### src/hw/rtl/cad_pkg.sv
// Package for the cartridge address decoder: target codes, register indexes,
// map type codes, the configuration struct and pipeline constants.
// No dependencies.
package cad_pkg;

    // widths of the configuration port and payload
    localparam int CFG_INDEX_W = 3;
    localparam int CFG_DATA_W  = 25;
    localparam int ROM_SIZE_W  = 25;
    localparam int RAM_SIZE_W  = 18;
    localparam int OFFSET_W    = 24;
    localparam int TARGET_W    = 4;

    // default ROM index width and fold steps per pipeline stage
    localparam int ROM_INDEX_BITS_DEFAULT = 22;
    localparam int FOLD_STEPS             = 4;

    // a size above any 24-bit value, so that no fold step fires
    localparam logic [ROM_SIZE_W-1:0] SIZE_BYPASS = 25'h100_0000;

    // target codes
    localparam logic [TARGET_W-1:0] TGT_ROM         = 4'd0;
    localparam logic [TARGET_W-1:0] TGT_SRAM_RD     = 4'd1;
    localparam logic [TARGET_W-1:0] TGT_SRAM_WR     = 4'd2;
    localparam logic [TARGET_W-1:0] TGT_MMIO_RD     = 4'd3;
    localparam logic [TARGET_W-1:0] TGT_MMIO_WR     = 4'd4;
    localparam logic [TARGET_W-1:0] TGT_DSP_DATA_RD = 4'd5;
    localparam logic [TARGET_W-1:0] TGT_DSP_STAT_RD = 4'd6;
    localparam logic [TARGET_W-1:0] TGT_DSP_DATA_WR = 4'd7;
    localparam logic [TARGET_W-1:0] TGT_DECOMP_RD   = 4'd8;
    localparam logic [TARGET_W-1:0] TGT_BANKED_RD   = 4'd9;
    localparam logic [TARGET_W-1:0] TGT_OPEN_BUS    = 4'd10;
    localparam logic [TARGET_W-1:0] TGT_READ_ZERO   = 4'd11;
    localparam logic [TARGET_W-1:0] TGT_IGNORED     = 4'd12;

    // configuration register indexes
    localparam logic [CFG_INDEX_W-1:0] REG_MAP_TYPE    = 3'd0;
    localparam logic [CFG_INDEX_W-1:0] REG_ROM_SIZE    = 3'd1;
    localparam logic [CFG_INDEX_W-1:0] REG_RAM_SIZE    = 3'd2;
    localparam logic [CFG_INDEX_W-1:0] REG_HAS_MMIO    = 3'd3;
    localparam logic [CFG_INDEX_W-1:0] REG_HAS_DSP     = 3'd4;
    localparam logic [CFG_INDEX_W-1:0] REG_HAS_DECOMP  = 3'd5;
    localparam logic [CFG_INDEX_W-1:0] REG_HAS_BANKED  = 3'd6;
    localparam logic [CFG_INDEX_W-1:0] REG_SRAM_ENABLE = 3'd7;

    // map type codes
    localparam logic [1:0] MAP_LOROM = 2'd1;
    localparam logic [1:0] MAP_HIROM = 2'd2;

    // access kind
    localparam logic OP_WRITE = 1'b1;

    typedef struct packed {
        logic [1:0]            map_type;
        logic [ROM_SIZE_W-1:0] rom_bytes;
        logic [RAM_SIZE_W-1:0] ram_size;
        logic                  has_mmio;
        logic                  has_dsp;
        logic                  has_decomp;
        logic                  has_banked;
        logic                  sram_enable;
    } cad_cfg_t;

endpackage

### src/hw/rtl/cartridge_address_decoder.sv
// Cartridge address decoder top level: configuration registers, decode stage,
// ROM fold pipeline and output register. Depends on cad_pkg, cad_decode and
// cad_fold_stage.
//
// Every bus access goes through a fixed pipeline of 2 + ceil(ROM_INDEX_BITS/4)
// register stages from input transfer to result, and a new access may enter
// every cycle while the output is not held back. The depth is set by the ROM
// top-bit fold, which covers up to four address bits per stage; all accesses
// take the same path, so results leave in order. Each stage holds its item
// while the next one is full, so back-pressure on the output stops the
// pipeline without loss. Configuration writes take effect at once and are
// meant for times when no access is in flight.
module cartridge_address_decoder import cad_pkg::*;
#(
    parameter int ROM_INDEX_BITS = ROM_INDEX_BITS_DEFAULT
)
(
    input  logic                   clk,
    input  logic                   rst_n,
    input  logic                   cfg_write,
    input  logic [CFG_INDEX_W-1:0] cfg_index,
    input  logic [CFG_DATA_W-1:0]  cfg_data,
    input  logic                   in_valid,
    output logic                   in_ready,
    input  logic                   op,
    input  logic [7:0]             bank,
    input  logic [15:0]            address,
    output logic                   out_valid,
    input  logic                   out_ready,
    output logic [TARGET_W-1:0]    target,
    output logic [OFFSET_W-1:0]    offset
);

    localparam int NUM_FOLD = (ROM_INDEX_BITS + FOLD_STEPS - 1) / FOLD_STEPS;

    cad_cfg_t cfg_reg;

    logic [TARGET_W-1:0]   dec_target;
    logic [OFFSET_W-1:0]   dec_value;
    logic [ROM_SIZE_W-1:0] dec_size;

    // pipeline links; index 0 is the decode register
    logic [NUM_FOLD:0]         link_valid;
    logic [NUM_FOLD:0]         link_ready;
    logic [TARGET_W-1:0]       link_target [NUM_FOLD:0];
    logic [OFFSET_W-1:0]       link_value  [NUM_FOLD:0];
    logic [ROM_SIZE_W-1:0]     link_size   [NUM_FOLD:0];
    logic [ROM_INDEX_BITS-1:0] link_base   [NUM_FOLD:0];

    logic                  s0_valid_reg;
    logic [TARGET_W-1:0]   s0_target_reg;
    logic [OFFSET_W-1:0]   s0_value_reg;
    logic [ROM_SIZE_W-1:0] s0_size_reg;

    logic                  out_valid_reg;
    logic [TARGET_W-1:0]   target_reg;
    logic [OFFSET_W-1:0]   offset_reg;
    logic                  out_load;

    // configuration registers
    always_ff @(posedge clk or negedge rst_n)
    begin
        if (!rst_n)
        begin
            cfg_reg <= '0;
        end
        else if (cfg_write)
        begin
            unique case (cfg_index)
                REG_MAP_TYPE:    cfg_reg.map_type    <= cfg_data[1:0];
                REG_ROM_SIZE:    cfg_reg.rom_bytes   <= cfg_data[ROM_SIZE_W-1:0];
                REG_RAM_SIZE:    cfg_reg.ram_size    <= cfg_data[RAM_SIZE_W-1:0];
                REG_HAS_MMIO:    cfg_reg.has_mmio    <= cfg_data[0];
                REG_HAS_DSP:     cfg_reg.has_dsp     <= cfg_data[0];
                REG_HAS_DECOMP:  cfg_reg.has_decomp  <= cfg_data[0];
                REG_HAS_BANKED:  cfg_reg.has_banked  <= cfg_data[0];
                REG_SRAM_ENABLE: cfg_reg.sram_enable <= cfg_data[0];
                default:         cfg_reg             <= cfg_reg;
            endcase
        end
    end

    // window decode
    cad_decode #(
        .ROM_INDEX_BITS (ROM_INDEX_BITS)
    ) u_decode (
        .cfg     (cfg_reg),
        .op      (op),
        .bank    (bank),
        .address (address),
        .target  (dec_target),
        .value   (dec_value),
        .size    (dec_size)
    );

    // decode stage register
    assign in_ready = !s0_valid_reg || link_ready[0];

    always_ff @(posedge clk or negedge rst_n)
    begin
        if (!rst_n)
            s0_valid_reg <= 1'b0;
        else if (in_ready)
            s0_valid_reg <= in_valid;
    end

    always_ff @(posedge clk)
    begin
        if (in_ready && in_valid)
        begin
            s0_target_reg <= dec_target;
            s0_value_reg  <= dec_value;
            s0_size_reg   <= dec_size;
        end
    end

    assign link_valid[0]  = s0_valid_reg;
    assign link_target[0] = s0_target_reg;
    assign link_value[0]  = s0_value_reg;
    assign link_size[0]   = s0_size_reg;
    assign link_base[0]   = '0;

    // rom fold stages
    for (genvar g = 0; g < NUM_FOLD; g++)
    begin : g_fold
        cad_fold_stage #(
            .ROM_INDEX_BITS (ROM_INDEX_BITS),
            .FIRST_BIT      (ROM_INDEX_BITS - 1 - g * FOLD_STEPS)
        ) u_fold (
            .clk        (clk),
            .rst_n      (rst_n),
            .in_valid   (link_valid[g]),
            .in_ready   (link_ready[g]),
            .in_target  (link_target[g]),
            .in_value   (link_value[g]),
            .in_size    (link_size[g]),
            .in_base    (link_base[g]),
            .out_valid  (link_valid[g+1]),
            .out_ready  (link_ready[g+1]),
            .out_target (link_target[g+1]),
            .out_value  (link_value[g+1]),
            .out_size   (link_size[g+1]),
            .out_base   (link_base[g+1])
        );
    end

    // output register: chunk base plus folded address
    assign out_load             = !out_valid_reg || out_ready;
    assign link_ready[NUM_FOLD] = out_load;

    always_ff @(posedge clk or negedge rst_n)
    begin
        if (!rst_n)
            out_valid_reg <= 1'b0;
        else if (out_load)
            out_valid_reg <= link_valid[NUM_FOLD];
    end

    always_ff @(posedge clk)
    begin
        if (out_load && link_valid[NUM_FOLD])
        begin
            target_reg <= link_target[NUM_FOLD];
            offset_reg <= link_value[NUM_FOLD]
                          + OFFSET_W'(link_base[NUM_FOLD]);
        end
    end

    assign out_valid = out_valid_reg;
    assign target    = target_reg;
    assign offset    = offset_reg;

    // size is only consumed inside the fold stages
    logic unused_size;
    assign unused_size = ^link_size[NUM_FOLD];

endmodule

### src/hw/rtl/cad_decode.sv
// Window decode of one bus access: target code, offset or raw ROM address,
// and the size that drives the ROM fold stages. Depends on cad_pkg.
module cad_decode import cad_pkg::*;
#(
    parameter int ROM_INDEX_BITS = ROM_INDEX_BITS_DEFAULT
)
(
    input  cad_cfg_t              cfg,
    input  logic                  op,
    input  logic [7:0]            bank,
    input  logic [15:0]           address,
    output logic [TARGET_W-1:0]   target,
    output logic [OFFSET_W-1:0]   value,
    output logic [ROM_SIZE_W-1:0] size
);

    localparam logic [OFFSET_W-1:0] ROM_MASK =
        OFFSET_W'((25'(1) << ROM_INDEX_BITS) - 25'(1));

    logic                  wr;
    logic [6:0]            b;
    logic                  win67;
    logic                  ram_nz;
    logic [RAM_SIZE_W:0]   ram_mask;
    logic [OFFSET_W-1:0]   full;
    logic [OFFSET_W-1:0]   rom_raw;
    logic [OFFSET_W-1:0]   rom_a;
    logic [ROM_SIZE_W-1:0] rom_size_m1;
    logic                  rom_pow2;
    logic [RAM_SIZE_W:0]   sram_lo;
    logic [RAM_SIZE_W:0]   sram_hi_mmio;
    logic [RAM_SIZE_W:0]   sram_hi;
    logic                  is_rom;
    logic [RAM_SIZE_W:0]   sram_sel;
    logic                  is_sram;
    logic [OFFSET_W-1:0]   win_value;

    // common window terms
    assign wr          = (op == OP_WRITE);
    assign b           = bank[6:0];
    assign win67       = (address[15:13] == 3'b011);
    assign ram_nz      = (cfg.ram_size != '0);
    assign ram_mask    = {1'b0, cfg.ram_size - RAM_SIZE_W'(1)};
    assign full        = {bank, address};
    assign rom_size_m1 = cfg.rom_bytes - ROM_SIZE_W'(1);
    assign rom_pow2    = ((cfg.rom_bytes & rom_size_m1) == '0);

    // sram index candidates before the size mask
    assign sram_lo      = {bank[3:0], address[14:0]};
    assign sram_hi_mmio = {1'b0, b[2:0], address[14:0]};
    assign sram_hi      = {b[5:0], address[12:0]};

    // window select
    always_comb
    begin
        target    = wr ? TGT_IGNORED : TGT_OPEN_BUS;
        win_value = '0;
        is_rom    = 1'b0;
        is_sram   = 1'b0;
        sram_sel  = '0;
        rom_raw   = '0;
        if (cfg.map_type == MAP_LOROM)
        begin
            if (!wr && cfg.has_decomp && bank >= 8'hc0)
            begin
                target    = TGT_DECOMP_RD;
                win_value = full;
            end
            else if (((bank >= 8'h70 && bank < 8'h7e) || bank >= 8'hf0)
                     && !address[15] && ram_nz)
            begin
                target   = wr ? TGT_SRAM_WR : TGT_SRAM_RD;
                is_sram  = 1'b1;
                sram_sel = sram_lo;
            end
            else if (cfg.has_mmio && b < 7'h40 && win67)
            begin
                target    = wr ? TGT_MMIO_WR : TGT_MMIO_RD;
                win_value = {8'h00, address};
            end
            else if (cfg.has_dsp && b >= 7'h30 && b < 7'h40 && address[15])
            begin
                if (wr)
                    target = (address < 16'hc000) ? TGT_DSP_DATA_WR : TGT_IGNORED;
                else
                    target = (address < 16'hc000) ? TGT_DSP_DATA_RD : TGT_DSP_STAT_RD;
            end
            else if (wr)
            begin
                target = TGT_IGNORED;
            end
            else if (address[15] || b >= 7'h40)
            begin
                target  = TGT_ROM;
                is_rom  = 1'b1;
                rom_raw = {2'b00, b, address[14:0]};
            end
            else
            begin
                target = TGT_OPEN_BUS;
            end
        end
        else if (cfg.map_type == MAP_HIROM)
        begin
            if (!wr && cfg.has_banked
                && (bank == 8'h50 || (bank >= 8'h40 && bank <= 8'h4f) || bank >= 8'hc0))
            begin
                target    = TGT_BANKED_RD;
                win_value = full;
            end
            else if (!wr && cfg.has_banked && b >= 7'h10 && b < 7'h40 && address[15])
            begin
                target = TGT_OPEN_BUS;
            end
            else if (!wr && cfg.has_decomp && bank[7:6] == 2'b11)
            begin
                target    = TGT_DECOMP_RD;
                win_value = full;
            end
            else if (cfg.has_mmio && b < 7'h40 && win67)
            begin
                target    = wr ? TGT_MMIO_WR : TGT_MMIO_RD;
                win_value = {8'h00, address};
            end
            else if (cfg.has_mmio && ram_nz && b >= 7'h70 && b < 7'h78 && !address[15])
            begin
                target   = wr ? TGT_SRAM_WR : TGT_SRAM_RD;
                is_sram  = 1'b1;
                sram_sel = sram_hi_mmio;
            end
            else if (cfg.has_dsp && b < 7'h20 && win67)
            begin
                if (wr)
                    target = (address < 16'h7000) ? TGT_DSP_DATA_WR : TGT_IGNORED;
                else
                    target = (address < 16'h7000) ? TGT_DSP_DATA_RD : TGT_DSP_STAT_RD;
            end
            else if (b < 7'h40 && win67 && ram_nz)
            begin
                if (cfg.has_banked && !cfg.sram_enable)
                begin
                    target = wr ? TGT_IGNORED : TGT_READ_ZERO;
                end
                else
                begin
                    target   = wr ? TGT_SRAM_WR : TGT_SRAM_RD;
                    is_sram  = 1'b1;
                    sram_sel = sram_hi;
                end
            end
            else if (wr)
            begin
                target = TGT_IGNORED;
            end
            else if (address[15] || b >= 7'h40)
            begin
                target  = TGT_ROM;
                is_rom  = 1'b1;
                rom_raw = {2'b00, b[5:0], address};
            end
            else
            begin
                target = TGT_OPEN_BUS;
            end
        end
        if (is_sram)
            win_value = {{(OFFSET_W-RAM_SIZE_W-1){1'b0}}, sram_sel & ram_mask};
    end

    // rom mirroring setup: zero and power-of-two sizes finish here
    assign rom_a = rom_raw & ROM_MASK;

    always_comb
    begin
        size  = SIZE_BYPASS;
        value = win_value;
        if (is_rom)
        begin
            if (cfg.rom_bytes == '0)
                value = '0;
            else if (rom_pow2)
                value = rom_a & rom_size_m1[OFFSET_W-1:0];
            else
            begin
                value = rom_a;
                size  = cfg.rom_bytes;
            end
        end
    end

endmodule

### src/hw/rtl/cad_fold_stage.sv
// One register stage of the ROM top-bit fold, covering up to FOLD_STEPS
// address bits from FIRST_BIT downward. Depends on cad_pkg.
module cad_fold_stage import cad_pkg::*;
#(
    parameter int ROM_INDEX_BITS = ROM_INDEX_BITS_DEFAULT,
    parameter int FIRST_BIT      = ROM_INDEX_BITS_DEFAULT - 1
)
(
    input  logic                      clk,
    input  logic                      rst_n,
    input  logic                      in_valid,
    output logic                      in_ready,
    input  logic [TARGET_W-1:0]       in_target,
    input  logic [OFFSET_W-1:0]       in_value,
    input  logic [ROM_SIZE_W-1:0]     in_size,
    input  logic [ROM_INDEX_BITS-1:0] in_base,
    output logic                      out_valid,
    input  logic                      out_ready,
    output logic [TARGET_W-1:0]       out_target,
    output logic [OFFSET_W-1:0]       out_value,
    output logic [ROM_SIZE_W-1:0]     out_size,
    output logic [ROM_INDEX_BITS-1:0] out_base
);

    localparam int STEPS = (FIRST_BIT + 1 < FOLD_STEPS) ? FIRST_BIT + 1 : FOLD_STEPS;

    logic                      valid_reg;
    logic [TARGET_W-1:0]       target_reg;
    logic [OFFSET_W-1:0]       value_reg;
    logic [ROM_SIZE_W-1:0]     size_reg;
    logic [ROM_INDEX_BITS-1:0] base_reg;
    logic [OFFSET_W-1:0]       value_next;
    logic [ROM_SIZE_W-1:0]     size_next;
    logic [ROM_INDEX_BITS-1:0] base_next;
    logic [ROM_SIZE_W-1:0]     step_bit;

    // fold steps: drop the top set bit while the address is past the size
    always_comb
    begin
        value_next = in_value;
        size_next  = in_size;
        base_next  = in_base;
        step_bit   = '0;
        for (int k = 0; k < STEPS; k++)
        begin
            step_bit = ROM_SIZE_W'(1) << (FIRST_BIT - k);
            if ({1'b0, value_next} >= size_next && value_next[FIRST_BIT - k])
            begin
                value_next[FIRST_BIT - k] = 1'b0;
                if (size_next > step_bit)
                begin
                    size_next = size_next - step_bit;
                    base_next = base_next + step_bit[ROM_INDEX_BITS-1:0];
                end
            end
        end
    end

    // stage handshake
    assign in_ready = !valid_reg || out_ready;

    always_ff @(posedge clk or negedge rst_n)
    begin
        if (!rst_n)
            valid_reg <= 1'b0;
        else if (in_ready)
            valid_reg <= in_valid;
    end

    // payload register
    always_ff @(posedge clk)
    begin
        if (in_ready && in_valid)
        begin
            target_reg <= in_target;
            value_reg  <= value_next;
            size_reg   <= size_next;
            base_reg   <= base_next;
        end
    end

    assign out_valid  = valid_reg;
    assign out_target = target_reg;
    assign out_value  = value_reg;
    assign out_size   = size_reg;
    assign out_base   = base_reg;

endmodule
### config.mk
export PLATFORM = sky130hd
export DESIGN_NAME = cartridge_address_decoder
export DESIGN_NICKNAME = d
export VERILOG_FILES = /design/src/hw/rtl/cad_pkg.sv /design/src/hw/rtl/cartridge_address_decoder.sv /design/src/hw/rtl/cad_decode.sv /design/src/hw/rtl/cad_fold_stage.sv
export SDC_FILE = /design/constraint.sdc
export NUM_CORES = 2
export LEC_CHECK = 0
export ABC_AREA = 1
export BUFFER_PORTS_ARGS = -buffer_cell sky130_fd_sc_hd__buf_2
export CAP_MARGIN = 20
export CORE_MARGIN = 2
export CORE_UTILIZATION = 60
export DETAILED_ROUTE_END_ITERATION = 10
export HOLD_SLACK_MARGIN = 0.08
export MAX_ROUTING_LAYER = met4
export PLACE_DENSITY = 0.84
export SYNTH_ARGS = -nofsm -noshare
export SYNTH_HDL_FRONTEND = slang
export SYNTH_SLANG_ARGS = --single-unit
export TNS_END_PERCENT = 20
### constraint.sdc
create_clock -name clk -period 9.75 [get_ports clk]
set_input_delay 0 -clock clk [delete_from_list [all_inputs] [get_ports clk]]
set_output_delay 0 -clock clk [all_outputs]
set_load 0.1 [all_outputs]
# --- Word-level counts from Yosys, hierarchy flattened ---
# Index checks and enable logic that the tools add are counted.
totals:
  reg_bits: 564
  input_bits: 58
  output_inout_bits: 30
  word_cells: 458
classes:
  add_sub_neg: 45
  order_cmp: 59
  eq_ne: 12
  muxes: 196
  bitwise: 4
  n_reduce_logical: 92
ops:
  columns: ["cell", "n"]
  rows:
  - ["$mux W22", 61]
  - ["$mux W25", 42]
  - ["$ge A24 B25 Y1", 22]
  - ["$mux W24", 11]
  - ["$mux W19", 12]
  - ["$mux W4", 20]
  - ["$logic_and A1 B1 Y1", 56]
  - ["$logic_not A25 Y1", 2]
  - ["$mux W1", 43]
  - ["$and A25 B25 Y25", 1]
  - ["$gt A25 B1 Y1 const B", 1]
  - ["$gt A25 B10 Y1 const B", 1]
  - ["$gt A25 B11 Y1 const B", 1]
  - ["$gt A25 B12 Y1 const B", 1]
  - ["$gt A25 B13 Y1 const B", 1]
  - ["$gt A25 B14 Y1 const B", 1]
  - ["$gt A25 B15 Y1 const B", 1]
  - ["$gt A25 B16 Y1 const B", 1]
  - ["$gt A25 B17 Y1 const B", 1]
  - ["$gt A25 B18 Y1 const B", 1]
  - ["$gt A25 B19 Y1 const B", 1]
  - ["$gt A25 B2 Y1 const B", 1]
  - ["$gt A25 B20 Y1 const B", 1]
  - ["$gt A25 B21 Y1 const B", 1]
  - ["other kinds (82)", 124]

# --- Depth between registers and ports, before layout ---
depth:
  ltp_word: 17
  mapped_depth: 71

# --- By module ---
# From an unflattened synthesis, not the netlist that was laid out.
hier_totals:
  hier_cells: 8496
  area_unflattened_um2: 58351.0
by_module_without_submodules:
  columns: ["module", "instances", "cells_each", "area_each_um2"]
  rows:
  - ["cad_fold_stage (g_fold[4].u_fold)", 1, 1797, 11284.6]
  - ["cad_fold_stage (g_fold[3].u_fold)", 1, 1684, 10627.7]
  - ["cad_fold_stage (g_fold[5].u_fold)", 1, 1394, 8552.0]
  - ["cad_fold_stage (g_fold[2].u_fold)", 1, 1080, 7776.2]
  - ["cad_fold_stage (g_fold[1].u_fold)", 1, 870, 6511.2]
  - ["cartridge_address_decoder", 1, 635, 6138.4]
  - ["cad_fold_stage (g_fold[0].u_fold)", 1, 510, 4673.2]
  - ["cad_decode", 1, 526, 2787.7]

# --- Worst setup path before layout ---
# OpenSTA, ideal clock, no wires.
synth_path:
  path_kind: "flip-flop to flip-flop"
  from: "register g_fold[3].u_fold.size_reg[2]"
  to: "register g_fold[4].u_fold.size_reg[10] (data pin)"
  arrival_ns: 7.655
  setup_slack_ns: 1.964
  stages_incl_launch_ff: 69
  n_path_buf: 5
  cell_sequence: "edfxtp_1 inv_1 buf_4 ha_1 nand2_1 inv_1 nand3_1 nor2_1 nand2_1 nand2_1 nor2_2 nand2_4 nand2_4 buf_6 nand2_1 nand2_1 inv_2 ha_1 [33 not listed] nand2_1 a21o_1 a21oi_1 a211oi_1 o21ai_0 nand2_1 o2111ai_1 nand2_1 inv_1 nor2_1 o21ai_0 nand2_1 nand2_1 nand3_1 inv_1 clkbuf_1 nand3_1 nand2_1"
synth_via:
  elab_chain_len: 12
synth_lines:
  columns: ["element", "line", "source"]
  rows:
  - ["start: declaration", "cad_fold_stage.sv:30", "logic [ROM_SIZE_W-1:0] size_reg;"]
  - ["start signal: assignment", "cad_fold_stage.sv:77", "size_reg <= size_next;"]
  - ["$sub A25 B6 Y25, or another cell as far along", "cad_fold_stage.sv:52", "size_next = size_next - step_bit;"]
  - ["$mux W25 / $logic_and A1 B1 Y1 (equally long branches)", "cad_fold_stage.sv:50, cad_fold_stage.sv:47", null]
  - ["$mux W25 / $mux W1 (equally long branches)", "cad_fold_stage.sv:47", "if ({1'b0, value_next} >= size_next && value_next[FIRST_BIT - k])"]
  - ["$sub A25 B5 Y25, or another cell as far along", "cad_fold_stage.sv:52", null]
  - ["$mux W25 / $logic_and A1 B1 Y1 (equally long branches)", "cad_fold_stage.sv:50, cad_fold_stage.sv:47", null]
  - ["$mux W25 / $mux W1 (equally long branches)", "cad_fold_stage.sv:47", null]
  - ["$sub A25 B4 Y25, or another cell as far along", "cad_fold_stage.sv:52", null]
  - ["$mux W25 / $logic_and A1 B1 Y1 (equally long branches)", "cad_fold_stage.sv:50, cad_fold_stage.sv:47", null]
  - ["$mux W25 / $mux W1 (equally long branches)", "cad_fold_stage.sv:47", null]
  - ["$sub A25 B3 Y25, or another cell as far along", "cad_fold_stage.sv:52", null]
  - ["$mux W25 / $logic_and A1 B1 Y1 (equally long branches)", "cad_fold_stage.sv:50, cad_fold_stage.sv:47", null]
  - ["$mux W25 *", "cad_fold_stage.sv:47", null]
  - ["named net g_fold[4].u_fold.size_next[10]", "cad_fold_stage.sv:33", "logic [ROM_SIZE_W-1:0] size_next;"]
  - ["end signal: assignment", "cad_fold_stage.sv:77", null]
  - ["end: declaration", "cad_fold_stage.sv:30", null]
# Mark *: on every way through the listed nets, which the timed path passes. The rest lies on a longest branch.
# A chain may end at the register's enable or synchronous reset.

# --- Worst setup path in the final report ---
layout_path:
  from: "register g_fold[2].u_fold.size_reg[6]"
  to: "register g_fold[3].u_fold.size_reg[24] (data pin)"
layout_via:
  elab_chain_len: 12
layout_lines:
  columns: ["element", "line"]
  rows:
  - ["start: declaration", "cad_fold_stage.sv:30"]
  - ["start signal: assignment", "cad_fold_stage.sv:77"]
  - ["$sub A25 B10 Y25, or another cell as far along", "cad_fold_stage.sv:52"]
  - ["$mux W25 / $logic_and A1 B1 Y1 (equally long branches)", "cad_fold_stage.sv:50, cad_fold_stage.sv:47"]
  - ["$mux W25 / $mux W1 (equally long branches)", "cad_fold_stage.sv:47"]
  - ["$sub A25 B9 Y25, or another cell as far along", "cad_fold_stage.sv:52"]
  - ["$mux W25 / $logic_and A1 B1 Y1 (equally long branches)", "cad_fold_stage.sv:50, cad_fold_stage.sv:47"]
  - ["$mux W25 / $mux W1 (equally long branches)", "cad_fold_stage.sv:47"]
  - ["$sub A25 B8 Y25, or another cell as far along", "cad_fold_stage.sv:52"]
  - ["$mux W25 / $logic_and A1 B1 Y1 (equally long branches)", "cad_fold_stage.sv:50, cad_fold_stage.sv:47"]
  - ["$mux W25 / $mux W1 (equally long branches)", "cad_fold_stage.sv:47"]
  - ["$sub A25 B7 Y25, or another cell as far along", "cad_fold_stage.sv:52"]
  - ["$mux W25 / $logic_and A1 B1 Y1 (equally long branches)", "cad_fold_stage.sv:50, cad_fold_stage.sv:47"]
  - ["$mux W25 *", "cad_fold_stage.sv:47"]
  - ["named net g_fold[3].u_fold.size_next[24]", "cad_fold_stage.sv:33"]
# Marked as above.

==> flow_summary.json <==
{
  "grt_overflow_total": 0,
  "pin_count": 88,
  "route.detailed.wl_per_inst_um": 20.1,
  "port_buffers": 87,
  "final_cell_area_mm2": 0.0460,
  "core_area_mm2": 0.0686,
  "dr.pass1.iters": 6,
  "p_leak_nw": 21.6,
  "cap_violations": 0,
  "drtIter0Drc": 4208,
  "clk_latency_ns": 0.66,
  "multi_input_area_mm2": 0.0233,
  "muxShareOfSynthArea_pct": 0,
  "synth_area_leaders": "edfxtp_1 (33%), ha_1 (13%), nand2_1 (12%)",
  "synth-edff-count": 456,
  "seq_area_mm2": 0.0151,
  "area_delta_synth_final_pct": 10.8,
  "largest_reg_flops": 144,
  "max-vdd-ir-drop_uv": 198,
  "power_density_mw_per_mm2": 288,
  "stdcell_count": 6568,
  "synth_compound_area_share_pct": 7.31,
  "finalCritPeriodShare_pct": 92.9,
  "cp_max_fo": 25,
  "intPower_w": 0.00661,
  "cts.clk_slew.worst_paths_ns": 0.08,
  "r2r-start": "g_fold[2].u_fold.out_size[6]",
  "finalCriticalPeriod_ns": 9.06,
  "placed_area_mm2": 0.0430,
  "ys_ff_latch": 514,
  "place_inst": 6360,
  "synth_adder_area_share_pct": 13.1,
  "die_w_um": 267,
  "antenna_found_initial": 4,
  "synth_nets": 5866,
  "synth_top_family_by_area": "simple AND/OR/NAND/NOR gates",
  "p_clk_share_pct": 17.0,
  "async_flop_share_pct": 11.3,
  "combPwrFrac_pct": 54.0,
  "final_antenna_net_count": 0,
  "setup.worst_path.end_class": "register",
  "power_switching_w": 0.00662,
  "sequentialPowerShare_pct": 29.0,
  "ys_warn_count": 0,
  "tritoncts": "yes",
  "power.total_w": 0.0132,
  "max_stage_delay_ns": 0.48,
  "crit_start": "g_fold[2].u_fold.out_size[6]",
  "tightest_slew_ns": 1.08,
  "yosys.area_share.simple_pct": 32.5,
  "synth_flop_cell": "edfxtp_1",
  "cts_max_level": 2,
  "drc": 0,
  "rsz0062_at_grt": "true",
  "required_ns": 10.15,
  "wirelength_mm": 132,
  "max_freq_mhz": 110,
  "cpMostUsedCell": "nand2_1",
  "first_global_vias": 36000,
  "finalNetCount": 6078,
  "grt_pass1_wl_mm": 203,
  "skew_ns": 0.0824,
  "cts_root_buffer": "clkbuf_16",
  "avgViaCountPerCell": 5.91,
  "grt_max_degree": 74,
  "fillers": 5757,
  "relSlewSlack_pct": 28.2,
  "via_count": 38800,
  "slowest_stage": "edfxtp_1",
  "synth_top_area_share_pct": 33.0,
  "final-hold-violation-count": 0,
  "postSynthCellCount": 5374,
  "cts.sinks": 514,
  "rows": 96,
  "setup_violations": 0,
  "avgSynthCellArea_um2": 7.72,
  "die_area_mm2": 0.0713,
  "synth-seq-area-share_pct": 36.5,
  "numCtsBuffers": 56,
  "drive_above_1_share_pct": 10.7,
  "critical_path_class": "reg2reg",
  "slew_viol_final": 0,
  "hp-class": "in2reg",
  "initial_utilization_pct": 60.5,
  "dieHeight_um": 267,
  "cts_buffer_depth": 3,
  "syn_area_mm2": 0.0415,
  "synth_top_cell_by_area": "edfxtp_1",
  "min_from": "in_valid",
  "outcome": "finished, final reports clean",
  "gp_congestion": 1.08,
  "final_util_pct": 67.0,
  "arrival_ns": 9.46,
  "sw_frac_of_total_pct": 50.0,
  "start_kind": "register",
  "synth_xor_area_share_pct": 2.87,
  "grt_use_total_pct": 37.6,
  "ys_types": 72,
  "dp_hpwl_mm": 103
}
layer usage:
metal / wire length [um] / vias to the layer above / GRT usage, %
met5: 0 / - / -
met4: 5940 / 0 / 14.5
met3: 10900 / 398 / 4.49
met2: 60800 / 1937 / 60.3
met1: 54200 / 18000 / 48.9
li1: - / 18500 / -
layout make-up:
cell class | instances | area share [%]
diodes | 3 | 0.0163
well taps | 931 | 2.53
flip-flops and latches | 514 | 33.0
inverters | 731 | 6.00
clock inverters | 41 | 1.04
multi-input cells | 4059 | 50.6
clock buffers | 65 | 3.19
repair buffers | 224 | 3.67
worst paths after layout:
kind                                                       to  slack (ns)  depth (start not counted)
worst min register to register  g_fold[5].u_fold.out_base[14]        0.39                          0
worst max register to register  g_fold[3].u_fold.out_size[24]        0.69                         56
worst min-delay path                             s0_valid_reg        0.16                          4
max in group asynchronous          g_fold[0].u_fold.out_valid        8.63                          4
min in group asynchronous                          cfg_reg[6]        0.60                          4
worst max-delay path            g_fold[3].u_fold.out_size[24]        0.69                         56
synth_stat cells, types with 17 or more instances:
master and instances:
clkbuf_1 32, ha_1 433, nand3_2 43, nor3_1 77
buf_6 21, xor2_1 118, edfxtp_1 456, inv_2 52
nand2_1 1379, a21boi_0 17, nand3_1 424, a21oi_1 206
nor2_2 65, dfrtp_1 58, nor4_1 43, nand2_2 113
o21ai_0 165, nor2_1 582, nand4_1 158, inv_1 676
critical path: cells and delay by family, from the launching register on:
family	cells	cell delay, ns
and+or+nand+nor	30	3.75
AOI/OAI and AO/OA	12	1.73
buffers and inverters	9	1.31
adders and majority gates	4	1.25
DFF	1	0.48
xor gates and xnor gates	1	0.20
per-stage QoR:
stage	hold slack (ns)	setup TNS [ns]	worst slack (ns)
after floorplan	-0.296	0	1.96
after global placement	0.192	-1.15	-0.173
after detailed placement	0.210	-0.126	-0.0723
after CTS	0.109	0	0.0257
after global routing	0.154	-0.0566	-0.0566
final	0.159	0	0.691
layout by cell type, fill, tap and decap left out, types with 74 or more instances in the layout:
cell,count
edfxtp_1,456
a21oi_1,205
nand3_1,422
nand2_1,1379
ha_1,433
o21ai_0,164
inv_1,668
xor2_1,116
nand2_2,111
dlygate4sd3_1,74
nor2_1,575
nor3_1,77
buf_2,87
nand4_1,158
power by group through the flow:
stage | clock network [W] | registers, W | logic, W
finish | 0.00224 | 0.00384 | 0.00715
detailed placement | 0 | 0.00387 | 0.00685
global route | 0.00234 | 0.00388 | 0.00788
floorplan | 0 | 0.00392 | 0.00465
global placement | 0 | 0.00385 | 0.00679
CTS | 0.00226 | 0.00383 | 0.00693
cells by family after synthesis:
group / count (synthesis)
and+or+nand+nor: 2963
AOI/OAI and AO/OA: 526
DFF: 514
adders and majority gates: 434
xor gates and xnor gates: 135
buffers and inverters: 802
what timing repair did:
action,CTS,global route
hold buffers,74,0
cloned,0,1
resized for setup,2,24
buffers inserted,4,19
hold endpoints to repair,141,0
setup endpoints to repair,19,49
pin swaps,1,3
(Power assumes the default switching activity.)
